File: src/hw/rtl/pcns_pkg.sv
// ----------------------------------------------------------------------------
// pcns_pkg
// Shared types, constants and helper functions for the periodic cell
// neighbor stencil core.
// ----------------------------------------------------------------------------
package pcns_pkg;

  localparam int COORD_W = 6;
  localparam int DIV_W   = 7;
  localparam int SLOT_W  = 4;
  localparam int CELL_W  = 18;
  localparam int WRAP_W  = 2;
  localparam int PLANE_W = 12;

  localparam logic [DIV_W-1:0]  MAX_DIVISIONS   = 7'd64;
  localparam logic [SLOT_W-1:0] STENCIL_SIZE_3D = 4'd13;
  localparam logic [SLOT_W-1:0] STENCIL_SIZE_2D = 4'd4;
  localparam logic [SLOT_W-1:0] LAST_SLOT_3D    = STENCIL_SIZE_3D - 4'd1;
  localparam logic [SLOT_W-1:0] LAST_SLOT_2D    = STENCIL_SIZE_2D - 4'd1;

  localparam logic [DIV_W-1:0] RESET_DIVISIONS = 7'd4;

  localparam logic [WRAP_W-1:0] WRAP_NONE = 2'b00;
  localparam logic [WRAP_W-1:0] WRAP_UP   = 2'b01;
  localparam logic [WRAP_W-1:0] WRAP_DOWN = 2'b11;

  typedef enum logic [1:0] {
    CFG_GRID_COLS   = 2'd0,
    CFG_GRID_ROWS   = 2'd1,
    CFG_GRID_LAYERS = 2'd2,
    CFG_THREE_D     = 2'd3
  } cfg_index_t;

  typedef struct packed {
    logic xp;
    logic xn;
    logic yp;
    logic yn;
  } step_t;

  typedef struct packed {
    logic [COORD_W-1:0] pos;
    logic [WRAP_W-1:0]  wrap;
  } axis_t;

  function automatic step_t stencil_step(input logic [SLOT_W-1:0] slot);
    step_t s;
    s = '0;
    unique case (slot)
      4'd0:    s = '{xp: 1'b1, xn: 1'b0, yp: 1'b0, yn: 1'b0};
      4'd1:    s = '{xp: 1'b1, xn: 1'b0, yp: 1'b1, yn: 1'b0};
      4'd2:    s = '{xp: 1'b0, xn: 1'b0, yp: 1'b1, yn: 1'b0};
      4'd3:    s = '{xp: 1'b0, xn: 1'b1, yp: 1'b1, yn: 1'b0};
      4'd4:    s = '{xp: 1'b1, xn: 1'b0, yp: 1'b0, yn: 1'b0};
      4'd5:    s = '{xp: 1'b1, xn: 1'b0, yp: 1'b1, yn: 1'b0};
      4'd6:    s = '{xp: 1'b0, xn: 1'b0, yp: 1'b1, yn: 1'b0};
      4'd7:    s = '{xp: 1'b0, xn: 1'b1, yp: 1'b1, yn: 1'b0};
      4'd8:    s = '{xp: 1'b0, xn: 1'b1, yp: 1'b0, yn: 1'b0};
      4'd9:    s = '{xp: 1'b0, xn: 1'b1, yp: 1'b0, yn: 1'b1};
      4'd10:   s = '{xp: 1'b0, xn: 1'b0, yp: 1'b0, yn: 1'b1};
      4'd11:   s = '{xp: 1'b1, xn: 1'b0, yp: 1'b0, yn: 1'b1};
      default: s = '0;
    endcase
    return s;
  endfunction

  function automatic axis_t step_axis(input logic [COORD_W-1:0] pos,
                                      input logic up,
                                      input logic dn,
                                      input logic [DIV_W-1:0] n);
    axis_t a;
    logic [DIV_W-1:0] pos_inc;
    logic [DIV_W-1:0] n_dec;
    pos_inc = {1'b0, pos} + 7'd1;
    n_dec   = n - 7'd1;
    a.pos   = pos;
    a.wrap  = WRAP_NONE;
    if (up) begin
      if (pos_inc >= n) begin
        a.pos  = '0;
        a.wrap = WRAP_DOWN;
      end else begin
        a.pos = pos_inc[COORD_W-1:0];
      end
    end else if (dn) begin
      if (pos == '0) begin
        a.pos  = n_dec[COORD_W-1:0];
        a.wrap = WRAP_UP;
      end else begin
        a.pos = pos - 6'd1;
      end
    end
    return a;
  endfunction

  function automatic logic [DIV_W-1:0] clamp_div(input logic [DIV_W-1:0] v);
    return (v > MAX_DIVISIONS) ? MAX_DIVISIONS : v;
  endfunction

endpackage

File: src/hw/rtl/pcns_in_if.sv
// ----------------------------------------------------------------------------
// pcns_in_if
// Request channel carrying one home cell coordinate.
// ----------------------------------------------------------------------------
interface pcns_in_if;
  logic                         valid;
  logic                         ready;
  logic [pcns_pkg::COORD_W-1:0] cell_col;
  logic [pcns_pkg::COORD_W-1:0] cell_row;
  logic [pcns_pkg::COORD_W-1:0] cell_layer;

  modport source (output valid, output cell_col, output cell_row, output cell_layer,
                  input ready);
  modport sink (input valid, input cell_col, input cell_row, input cell_layer,
                output ready);
endinterface

File: src/hw/rtl/pcns_out_if.sv
// ----------------------------------------------------------------------------
// pcns_out_if
// Result channel carrying one neighbor cell request.
// ----------------------------------------------------------------------------
interface pcns_out_if;
  logic                                valid;
  logic                                ready;
  logic [pcns_pkg::SLOT_W-1:0]         slot;
  logic [pcns_pkg::CELL_W-1:0]         neighbor_cell;
  logic signed [pcns_pkg::WRAP_W-1:0]  wrap_x;
  logic signed [pcns_pkg::WRAP_W-1:0]  wrap_y;
  logic signed [pcns_pkg::WRAP_W-1:0]  wrap_z;
  logic                                last;
  logic                                bad_coordinate;

  modport source (output valid, output slot, output neighbor_cell, output wrap_x,
                  output wrap_y, output wrap_z, output last, output bad_coordinate,
                  input ready);
  modport sink (input valid, input slot, input neighbor_cell, input wrap_x,
                input wrap_y, input wrap_z, input last, input bad_coordinate,
                output ready);
endinterface

File: src/hw/rtl/periodic_cell_neighbor_stencil_core.sv
// ----------------------------------------------------------------------------
// periodic_cell_neighbor_stencil_core
// Emits the half-shell neighbor cells of a home cell in a periodic grid.
// ----------------------------------------------------------------------------
// Each accepted cell produces 13 results in 3D mode, 4 in 2D mode, or a single
// error result when the coordinate lies outside the grid. One slot is issued
// per cycle through a single neighbor path while the output is not stalled,
// and the next cell is taken in the cycle its last slot is issued. A cell
// moves from the input register through the wrap and plane stage, and the
// index multiply stage feeds the output register. Grid size registers are
// written only while the block is idle: the user is bound to this, and the
// block itself does not enforce it.
module periodic_cell_neighbor_stencil_core (
  input  logic                        clk,
  input  logic                        rst_n,
  input  logic                        cfg_we,
  input  logic [1:0]                  cfg_index,
  input  logic [pcns_pkg::DIV_W-1:0]  cfg_wdata,
  pcns_in_if.sink                     in_chan,
  pcns_out_if.source                  out_chan
);

  logic [pcns_pkg::DIV_W-1:0] grid_cols_r;
  logic [pcns_pkg::DIV_W-1:0] grid_rows_r;
  logic [pcns_pkg::DIV_W-1:0] grid_layers_r;
  logic                       three_d_r;

  logic [pcns_pkg::DIV_W-1:0] cols_c;
  logic [pcns_pkg::DIV_W-1:0] rows_c;
  logic [pcns_pkg::DIV_W-1:0] lays_c;

  logic                         item_valid_r;
  logic [pcns_pkg::COORD_W-1:0] col_r;
  logic [pcns_pkg::COORD_W-1:0] row_r;
  logic [pcns_pkg::COORD_W-1:0] lay_r;
  logic [pcns_pkg::SLOT_W-1:0]  slot_r;

  logic                          a_valid_r;
  logic [pcns_pkg::SLOT_W-1:0]   a_slot_r;
  logic                          a_last_r;
  logic                          a_bad_r;
  logic [pcns_pkg::COORD_W-1:0]  a_nc_r;
  logic [pcns_pkg::PLANE_W-1:0]  a_plane_r;
  logic [pcns_pkg::WRAP_W-1:0]   a_wx_r;
  logic [pcns_pkg::WRAP_W-1:0]   a_wy_r;
  logic [pcns_pkg::WRAP_W-1:0]   a_wz_r;

  logic                          out_valid_r;
  logic [pcns_pkg::SLOT_W-1:0]   out_slot_r;
  logic [pcns_pkg::CELL_W-1:0]   out_cell_r;
  logic [pcns_pkg::WRAP_W-1:0]   out_wx_r;
  logic [pcns_pkg::WRAP_W-1:0]   out_wy_r;
  logic [pcns_pkg::WRAP_W-1:0]   out_wz_r;
  logic                          out_last_r;
  logic                          out_bad_r;

  logic                          adv;
  logic                          bad_c;
  logic                          last_c;
  logic                          issue;
  logic                          accept;
  pcns_pkg::step_t               step_c;
  pcns_pkg::axis_t               ax_c;
  pcns_pkg::axis_t               ay_c;
  pcns_pkg::axis_t               az_c;
  logic                          z_step_c;
  logic [pcns_pkg::COORD_W-1:0]  nl_c;
  logic [12:0]                   plane_prod_c;
  logic [12:0]                   plane_sum_c;
  logic [18:0]                   idx_c;

  always_ff @(posedge clk) begin
    if (!rst_n) begin
      grid_cols_r   <= pcns_pkg::RESET_DIVISIONS;
      grid_rows_r   <= pcns_pkg::RESET_DIVISIONS;
      grid_layers_r <= pcns_pkg::RESET_DIVISIONS;
      three_d_r     <= 1'b1;
    end else if (cfg_we) begin
      unique case (pcns_pkg::cfg_index_t'(cfg_index))
        pcns_pkg::CFG_GRID_COLS:   grid_cols_r   <= cfg_wdata;
        pcns_pkg::CFG_GRID_ROWS:   grid_rows_r   <= cfg_wdata;
        pcns_pkg::CFG_GRID_LAYERS: grid_layers_r <= cfg_wdata;
        pcns_pkg::CFG_THREE_D:     three_d_r     <= cfg_wdata[0];
        default: ;
      endcase
    end
  end

  assign cols_c = pcns_pkg::clamp_div(grid_cols_r);
  assign rows_c = pcns_pkg::clamp_div(grid_rows_r);
  assign lays_c = pcns_pkg::clamp_div(grid_layers_r);

  assign adv    = !out_valid_r || out_chan.ready;
  assign bad_c  = ({1'b0, col_r} >= cols_c) || ({1'b0, row_r} >= rows_c) ||
                  (three_d_r && ({1'b0, lay_r} >= lays_c));
  assign last_c = bad_c ||
                  (slot_r == (three_d_r ? pcns_pkg::LAST_SLOT_3D : pcns_pkg::LAST_SLOT_2D));
  assign issue  = item_valid_r && adv;
  assign in_chan.ready = !item_valid_r || (adv && last_c);
  assign accept = in_chan.valid && in_chan.ready;

  always_ff @(posedge clk) begin
    if (!rst_n) begin
      item_valid_r <= 1'b0;
    end else if (accept) begin
      item_valid_r <= 1'b1;
    end else if (issue && last_c) begin
      item_valid_r <= 1'b0;
    end
  end

  always_ff @(posedge clk) begin
    if (accept) begin
      col_r  <= in_chan.cell_col;
      row_r  <= in_chan.cell_row;
      lay_r  <= in_chan.cell_layer;
      slot_r <= '0;
    end else if (issue) begin
      slot_r <= slot_r + 4'd1;
    end
  end

  assign step_c   = pcns_pkg::stencil_step(slot_r);
  assign ax_c     = pcns_pkg::step_axis(col_r, step_c.xp, step_c.xn, cols_c);
  assign ay_c     = pcns_pkg::step_axis(row_r, step_c.yp, step_c.yn, rows_c);
  assign z_step_c = three_d_r && (slot_r >= pcns_pkg::STENCIL_SIZE_2D);
  assign az_c     = pcns_pkg::step_axis(lay_r, z_step_c, 1'b0, lays_c);
  assign nl_c     = three_d_r ? az_c.pos : '0;
  assign plane_prod_c = 13'(nl_c) * 13'(rows_c);
  assign plane_sum_c  = plane_prod_c + 13'(ay_c.pos);

  always_ff @(posedge clk) begin
    if (!rst_n) begin
      a_valid_r <= 1'b0;
    end else if (adv) begin
      a_valid_r <= item_valid_r;
    end
  end

  always_ff @(posedge clk) begin
    if (adv) begin
      a_last_r <= last_c;
      a_bad_r  <= bad_c;
      if (bad_c) begin
        a_slot_r  <= '0;
        a_nc_r    <= '0;
        a_plane_r <= '0;
        a_wx_r    <= pcns_pkg::WRAP_NONE;
        a_wy_r    <= pcns_pkg::WRAP_NONE;
        a_wz_r    <= pcns_pkg::WRAP_NONE;
      end else begin
        a_slot_r  <= slot_r;
        a_nc_r    <= ax_c.pos;
        a_plane_r <= plane_sum_c[pcns_pkg::PLANE_W-1:0];
        a_wx_r    <= ax_c.wrap;
        a_wy_r    <= ay_c.wrap;
        a_wz_r    <= three_d_r ? az_c.wrap : pcns_pkg::WRAP_NONE;
      end
    end
  end

  assign idx_c = 19'(a_plane_r) * 19'(cols_c) + 19'(a_nc_r);

  always_ff @(posedge clk) begin
    if (!rst_n) begin
      out_valid_r <= 1'b0;
    end else if (adv) begin
      out_valid_r <= a_valid_r;
    end
  end

  always_ff @(posedge clk) begin
    if (adv) begin
      out_slot_r <= a_slot_r;
      out_cell_r <= idx_c[pcns_pkg::CELL_W-1:0];
      out_wx_r   <= a_wx_r;
      out_wy_r   <= a_wy_r;
      out_wz_r   <= a_wz_r;
      out_last_r <= a_last_r;
      out_bad_r  <= a_bad_r;
    end
  end

  assign out_chan.valid          = out_valid_r;
  assign out_chan.slot           = out_slot_r;
  assign out_chan.neighbor_cell  = out_cell_r;
  assign out_chan.wrap_x         = out_wx_r;
  assign out_chan.wrap_y         = out_wy_r;
  assign out_chan.wrap_z         = out_wz_r;
  assign out_chan.last           = out_last_r;
  assign out_chan.bad_coordinate = out_bad_r;

`ifndef SYNTHESIS
  a_bad_single : assert property (@(posedge clk) disable iff (!rst_n)
    out_valid_r && out_bad_r |-> out_last_r && (out_slot_r == '0))
    else $error("bad coordinate result is not a single slot-zero result");

  a_slot_2d : assert property (@(posedge clk) disable iff (!rst_n)
    out_valid_r && !three_d_r |-> out_slot_r <= pcns_pkg::LAST_SLOT_2D)
    else $error("2D stencil slot out of range");

  a_slot_seq : assert property (@(posedge clk) disable iff (!rst_n)
    out_valid_r && out_chan.ready && !out_last_r |=>
      out_valid_r && (out_slot_r == $past(out_slot_r) + 4'd1))
    else $error("stencil slots not issued back to back in order");

  a_wrap_z : assert property (@(posedge clk) disable iff (!rst_n)
    out_valid_r && (out_wz_r != pcns_pkg::WRAP_NONE) |->
      three_d_r && (out_slot_r >= pcns_pkg::STENCIL_SIZE_2D))
    else $error("z wrap outside the upper layer slots");
`endif

endmodule

File: src/flat_wrapper.sv
// flat-port wrapper written by rule: the top's interface ports become plain ports
module periodic_cell_neighbor_stencil_core_flat 
  (clk, rst_n, cfg_we, cfg_index, cfg_wdata, in_chan_valid, in_chan_cell_col, in_chan_cell_row, in_chan_cell_layer, in_chan_ready, out_chan_valid, out_chan_slot, out_chan_neighbor_cell, out_chan_wrap_x, out_chan_wrap_y, out_chan_wrap_z, out_chan_last, out_chan_bad_coordinate, out_chan_ready);
  pcns_in_if in_chan_i ();
  pcns_out_if out_chan_i ();
  input  logic clk;
  input  logic rst_n;
  input  logic cfg_we;
  input  logic [1:0] cfg_index;
  input  logic [pcns_pkg::DIV_W-1:0] cfg_wdata;
  input wire logic [$bits(in_chan_i.valid)-1:0] in_chan_valid;
  input wire logic [$bits(in_chan_i.cell_col)-1:0] in_chan_cell_col;
  input wire logic [$bits(in_chan_i.cell_row)-1:0] in_chan_cell_row;
  input wire logic [$bits(in_chan_i.cell_layer)-1:0] in_chan_cell_layer;
  output wire logic [$bits(in_chan_i.ready)-1:0] in_chan_ready;
  output wire logic [$bits(out_chan_i.valid)-1:0] out_chan_valid;
  output wire logic [$bits(out_chan_i.slot)-1:0] out_chan_slot;
  output wire logic [$bits(out_chan_i.neighbor_cell)-1:0] out_chan_neighbor_cell;
  output wire logic [$bits(out_chan_i.wrap_x)-1:0] out_chan_wrap_x;
  output wire logic [$bits(out_chan_i.wrap_y)-1:0] out_chan_wrap_y;
  output wire logic [$bits(out_chan_i.wrap_z)-1:0] out_chan_wrap_z;
  output wire logic [$bits(out_chan_i.last)-1:0] out_chan_last;
  output wire logic [$bits(out_chan_i.bad_coordinate)-1:0] out_chan_bad_coordinate;
  input wire logic [$bits(out_chan_i.ready)-1:0] out_chan_ready;
  assign in_chan_i.valid = in_chan_valid;
  assign in_chan_i.cell_col = in_chan_cell_col;
  assign in_chan_i.cell_row = in_chan_cell_row;
  assign in_chan_i.cell_layer = in_chan_cell_layer;
  assign in_chan_ready = in_chan_i.ready;
  assign out_chan_valid = out_chan_i.valid;
  assign out_chan_slot = out_chan_i.slot;
  assign out_chan_neighbor_cell = out_chan_i.neighbor_cell;
  assign out_chan_wrap_x = out_chan_i.wrap_x;
  assign out_chan_wrap_y = out_chan_i.wrap_y;
  assign out_chan_wrap_z = out_chan_i.wrap_z;
  assign out_chan_last = out_chan_i.last;
  assign out_chan_bad_coordinate = out_chan_i.bad_coordinate;
  assign out_chan_i.ready = out_chan_ready;
  periodic_cell_neighbor_stencil_core u_core (.clk(clk), .rst_n(rst_n), .cfg_we(cfg_we), .cfg_index(cfg_index), .cfg_wdata(cfg_wdata), .in_chan(in_chan_i), .out_chan(out_chan_i));
endmodule
File: config.mk
export PLATFORM = sky130hd
export DESIGN_NAME = periodic_cell_neighbor_stencil_core_flat
export DESIGN_NICKNAME = d
export VERILOG_FILES = /design/src/hw/rtl/pcns_pkg.sv /design/src/hw/rtl/pcns_in_if.sv /design/src/hw/rtl/pcns_out_if.sv /design/src/hw/rtl/periodic_cell_neighbor_stencil_core.sv /design/src/flat_wrapper.sv
export SDC_FILE = /design/constraint.sdc
export NUM_CORES = 1
export LEC_CHECK = 0
export BUFFER_PORTS_ARGS = -buffer_cell sky130_fd_sc_hd__buf_2
export CORE_AREA = 2 2 145 147
export CTS_BUF_LIST = sky130_fd_sc_hd__clkbuf_16
export DETAILED_ROUTE_END_ITERATION = 12
export DIE_AREA = 0 0 147 149
export GPL_TIMING_DRIVEN = 0
export PLACE_DENSITY = 0.71
export SYNTH_ARGS = -nofsm -noshare
export SYNTH_HDL_FRONTEND = slang
export SYNTH_SLANG_ARGS = --single-unit
File: constraint.sdc
create_clock -name clk -period 6.5 [get_ports clk]
set_input_delay 0.975 -clock clk [delete_from_list [all_inputs] [get_ports clk]]
set_output_delay 0.975 -clock clk [all_outputs]
set_load 0.03 [all_outputs]
Yosys cells after proc, flatten, opt, wreduce, memory -nomap -nowiden
Memories as Yosys holds them, arrays and structs flattened. A register that Yosys moved wholly into a read port is not among the register bits.
Index checks and enable logic that the tools add are counted.
Storage, ports and cells
  bits in registers: 107
  ROM bits: 64
  input port bits: 32
  memories kept: 1
Memories
  (name not given): depth 16, bits a word 4, rd ports 1, clocked after Yosys merged registers in 1, wr ports 0, RTL line pcns_pkg.sv:49  | unique case (slot)
Cells by class
  add/sub/neg operators: 10
  multipliers: 2
  magnitude comparators: 10
  equality and inequality tests: 4
  multiplexer cells: 24
  bitwise operators: 2
  reduce and logical (&&, ||, !) cells: 22
Operators with widths (number)
  $mux 8: 5
  $mux 6: 6
  $sub 6x1->6 const B: 4
  $add 6x1->7 const B: 3
  $ge 6x7->1: 3
  $ge 7x7->1: 3
  $gt 7x7->1 const B: 3
  $mux 7: 3
  $add 18x6->18: 1
  $mul 12x7->18: 1
  $add 12x6->12: 1
  $logic_not 6->1: 2
  $mul 6x7->12: 1
  $mux 4: 3
  $reduce_and 2->1: 4
  $logic_and 1x1->1: 6
  $mux 2: 3
  $logic_or 1x1->1: 5
  $add 4x1->4 const B: 1
  $eq 2x2->1 const B: 2
  $eq 4x4->1: 1
  $ge 4x3->1 const B: 1
  $mux 1: 4
  $reduce_or 3->1: 1
  5 further kinds: 7

Longest topological paths before layout
  word-level depth: 10
  gate-level depth with buffers: 26

Worst setup path before layout
No wires, ideal clock.
  path kind: register -> register
  start point: reg u_core.lay_r[2] (netlist bit)
  end point: reg u_core.a_plane_r[10] (netlist bit) (data pin)
  data arrival time: 6.148 ns
  data required time: 6.348 ns
  path slack: 0.200 ns
  stages on the path, launching flop included: 23
  path buffers: 0
  clock period less this slack: 6.300 ns
  cell sequence: edfxtp_1 -> nand3_2 -> nor2_1 -> xnor2_1 -> inv_1 -> ha_1 -> a2111oi_4 -> a22oi_2 -> or4b_4 -> a31oi_4 -> nand2_1 -> fa_1 -> fa_1 -> inv_1 -> fa_1 -> inv_1 -> fa_1 -> inv_1 -> ha_1 -> nor4_1 -> nor3_1 -> or4b_2 -> a31oi_1
On the way
  word-level cells in the longest chain between the ends: 7
  elaborated cells between the ends (all ways): 10
RTL lines
  from (decl): RTL line periodic_cell_neighbor_stencil_core.sv:35  | logic [pcns_pkg::COORD_W-1:0] lay_r;
  from (signal assigned): RTL line periodic_cell_neighbor_stencil_core.sv:116  | lay_r <= in_chan.cell_layer;
  $add 6x1->7: RTL line pcns_pkg.sv:74  | pos_inc = {1'b0, pos} + 7'd1;
  $ge 7x7->1: RTL line pcns_pkg.sv:79  | if (pos_inc >= n) begin
  $mux 6: RTL line pcns_pkg.sv:79
  $mux 8: RTL line pcns_pkg.sv:78  | if (up) begin
  $mux 6: RTL line periodic_cell_neighbor_stencil_core.sv:128  | assign nl_c = three_d_r ? az_c.pos : '0;
  $mul 6x7->12: RTL line periodic_cell_neighbor_stencil_core.sv:129  | assign plane_prod_c = 13'(nl_c) * 13'(rows_c);
  $add 12x6->12: RTL line periodic_cell_neighbor_stencil_core.sv:130  | assign plane_sum_c = plane_prod_c + 13'(ay_c.pos);
  to (signal assigned): RTL line periodic_cell_neighbor_stencil_core.sv:154  | a_plane_r <= plane_sum_c[pcns_pkg::PLANE_W-1:0];
  to (decl): RTL line periodic_cell_neighbor_stencil_core.sv:43  | logic [pcns_pkg::PLANE_W-1:0] a_plane_r;
Several ways; a longest one is shown, not always the timed one.
A chain may end at the register's enable or synchronous reset.

Worst setup path in the final report
  start point: reg u_core.lay_r[1] (netlist bit)
  end point: reg u_core.a_plane_r[10] (netlist bit) (data pin)
Same word-level chain as after synthesis.

==> flow_metrics.tcl <==
set metrics [dict create \
    slew-limit-headroom_pct 42.10 \
    cts.clk_slew.worst_paths_ps 70 \
    vias 7595 \
    grt_pass1_wl_um 36570 \
    p_leak_nw 5.416 \
    grt-ovfl-total 0 \
    critPathSlowestCell "or4b_2" \
    cp_max_fo 5 \
    place_congestion 0.9095 \
    power_density_nw_per_um2 170.1 \
    multi_input_area_sq_um 6675 \
    area_growth_pct 12.84 \
    hold_ws_ps 421.6 \
    fp.dieArea_sq_um 21900 \
    cts_hold_buffers 0 \
    synth-async-reset-ratio_pct 0 \
    syn_nets 1260 \
    drt_iter0_drc 388 \
    synth-xor-area-share_pct 3.889 \
    run_status "completed" \
    endpoint_kind "flip-flop" \
    yosysTopAreaCell "edfxtp_1" \
    nets 1354 \
    cp_top_family "adder cells" \
    startpoint_type "flip-flop" \
    ir_worst_vdd_mv 0.1421 \
    pin_count 64 \
    ys_ff_latch 109 \
    cp_common_cell "fa_1" \
    grt_max_degree 66 \
    fin_crit_sh_pct 96.50 \
    critPathMaxStageDelay_ps 610 \
    syn_inst 1031 \
    synth-compound-area-share_pct 11.63 \
    synth_top_family_by_area "adder cells" \
    drive_gt1_share_pct 12.92 \
    cts_root_buf "clkbuf_16" \
    dp_hpwl_um 17100 \
    cp-startpoint "u_core.lay_r[1]" \
    cts.path.max_buffers 2 \
    die_y_um 149 \
    finalNonFillerCells 1405 \
    critPathBufInv 4 \
    worst_slew_pin_slew_ps 868.5 \
    yosysWarnings 0 \
    synthAdderAreaFrac_pct 30.32 \
    cts_buffers 9 \
    fillers 1810 \
    antennaDiodeCount 0 \
    fin_skew_ps 10.93 \
    synthTopCellsByCount "ha_1 (120), inv_1 (116), nand2_1 (100)" \
    via_per_inst 5.406 \
    final_core_util_pct 55.09 \
    ff_latch_area_sq_um 2943 \
    clock_sinks 109 \
    synth_enable_flop_cells 76 \
    dr.pass1.iters 5 \
    cp_cell_sequence "ha_4 -> nand3_4 -> xnor2_2 -> ha_2 -> o21a_1 -> o21ai_2 -> a22oi_2 -> buf_4 -> or3b_4 -> a31oi_4 -> nand2_1 -> fa_1 -> fa_1 -> inv_1 -> fa_1 -> inv_1 -> fa_1 -> inv_1 -> ha_4 -> nor4_4 -> o21a_1 -> nor3_2 -> or4b_2 -> a31oi_1" \
    die_x_um 147 \
    synthMuxAreaShare_pct 2.294 \
    netlist_area_sq_um 10040 \
    crit_type "flip-flop to flip-flop" \
    grt_usage_pct 20.78 \
    synthFlopType "edfxtp_1" \
    final_hold_viol_count 0 \
    drc 0 \
    yosysMostFrequentCell "ha_1" \
    core_sq_um 20560 \
    clk-insertion-delay-late_ps 350 \
    numPortBuffers 63 \
    worstReg2RegStart "u_core.lay_r[1]" \
    synthSimpleGateAreaFrac_pct 16.78 \
    drv_cap 0 \
    wire_per_inst_um 15.72 \
    synth_area_leaders "edfxtp_1 (23%), fa_1 (15%), ha_1 (15%)" \
    setup_viol 0 \
    synth_area_per_cell_sq_um 9.735 \
    dpl.cell_count 1369 \
    period_minus_slack_ps 6273 \
    ys_types 72 \
    yosys.area.top_type_share_pct 22.74 \
    hp-class "flip-flop to flip-flop" \
    tritoncts "done" \
    drv_slew 0 \
    routed_wl_um 22090 \
    cp.required_ps 6700 \
    hold_start "u_core.a_last_r" \
    fmax_ghz 0.1594 \
    antenna_left 0 \
    ys_seq_area_share_pct 29.32 \
    arrival_ps 6470 \
    first_global_vias 7613 \
    start_util_pct 48.83 \
    row_count 53 \
    antenna_found_initial 0 \
    htreeDepth 3 \
]
cell families after synthesis:
group / after synthesis
flip-flops: 109
AND/OR/NAND/NOR: 339
multiplexers: 23
XOR/XNOR: 43
buffers and inverters: 151
AO/OA/AOI/OAI: 169
adder cells (fa/ha/maj): 197
per-layer routing:
| metal | global-route usage (%) | share of wire (%) | vias to the layer above |
|---|---|---|---|
| met2 | 36.46 | 49 | 200 |
| met3 | 3.547 | 4.4 | 49 |
| met1 | 25.71 | 43 | 3646 |
| li1 | - | - | 3700 |
| met4 | 8.173 | 3.6 | 0 |
| met5 | 0 | 0 | - |
through the flow:
stage	power, mW	instance area [sq um]	setup TNS (ps)	setup WS (ps)
global route	2.040	11330	-79.88	-79.88
detailed placement	1.343	10700	-426.6	-265.0
CTS	1.896	11070	0	10.11
global placement	1.335	10700	-381.5	-247.6
floorplan	1.215	10040	0	200.4
finish	1.927	11330	0	227.2
registers in the layout, indices dropped and copies added, names as in the netlist, 4 cells and up:
register and cells:
u_core.slot_r 4, u_core.grid_rows_r 7, u_core.row_r 6, u_core.out_chan.neighbor_cell 18
u_core.out_chan.slot 4, u_core.col_r 6, u_core.a_plane_r 12, u_core.grid_layers_r 7
u_core.a_slot_r 4, u_core.a_nc_r 6, u_core.grid_cols_r 7, u_core.lay_r 6
u_core.step_c 4
worst register-to-register path: cells and delay by family (launching register included):
kind	cells	cell delay (ps)
buffers and inverters	4	320
AND/OR/NAND/NOR	6	1490
flip-flops	1	490
AO/OA/AOI/OAI	6	1040
XOR/XNOR	1	110
adder cells (fa/ha/maj)	7	2680
power by group:
group,total [mW],switching [mW],internal (mW)
clock,0.542,0.243,0.299
combinational,0.561,0.327,0.234
sequential,0.825,0.0352,0.789
total,1.93,0.605,1.32
what timing repair did:
action	4_1_cts	5_1_grt
gates resized for setup	4	29
endpoints found under the setup margin	2	5
buffers inserted	8	12
pin swaps	4	17
cell usage in the layout (no fill, tap or decap), types with 18 or more instances in the layout:
cell      instances
fa_1             77
a21oi_1          47
dfxtp_1          33
nand2_1          99
edfxtp_1         76
buf_4            21
mux2i_1          23
clkbuf_1         22
nor2b_1          18
o21ai_0          20
and2_1           62
xnor2_1          30
inv_1           116
buf_2            67
ha_1            115
nor2_1           83
layout make-up:
class                           instances  area share (%)
Clock inverter                          7          0.6518
Inverter                              117           3.878
Multi-Input combinational cell        771           58.94
Buffer                                 33           1.204
Timing Repair Buffer                   84           4.319
Sequential cell                       109           25.98
Tap cell                              275           3.038
Clock buffer                            9           1.989
final timing paths:
kind / cells after the start / to / slack, ps
hold reg to reg: 0 / u_core.out_chan.last / 420
setup / recovery: 24 / u_core.a_plane_r[10] / 230
setup reg to reg: 24 / u_core.a_plane_r[10] / 230
hold / removal: 0 / u_core.out_chan.last / 420
Note: power is estimated with default switching activity, not from simulation.
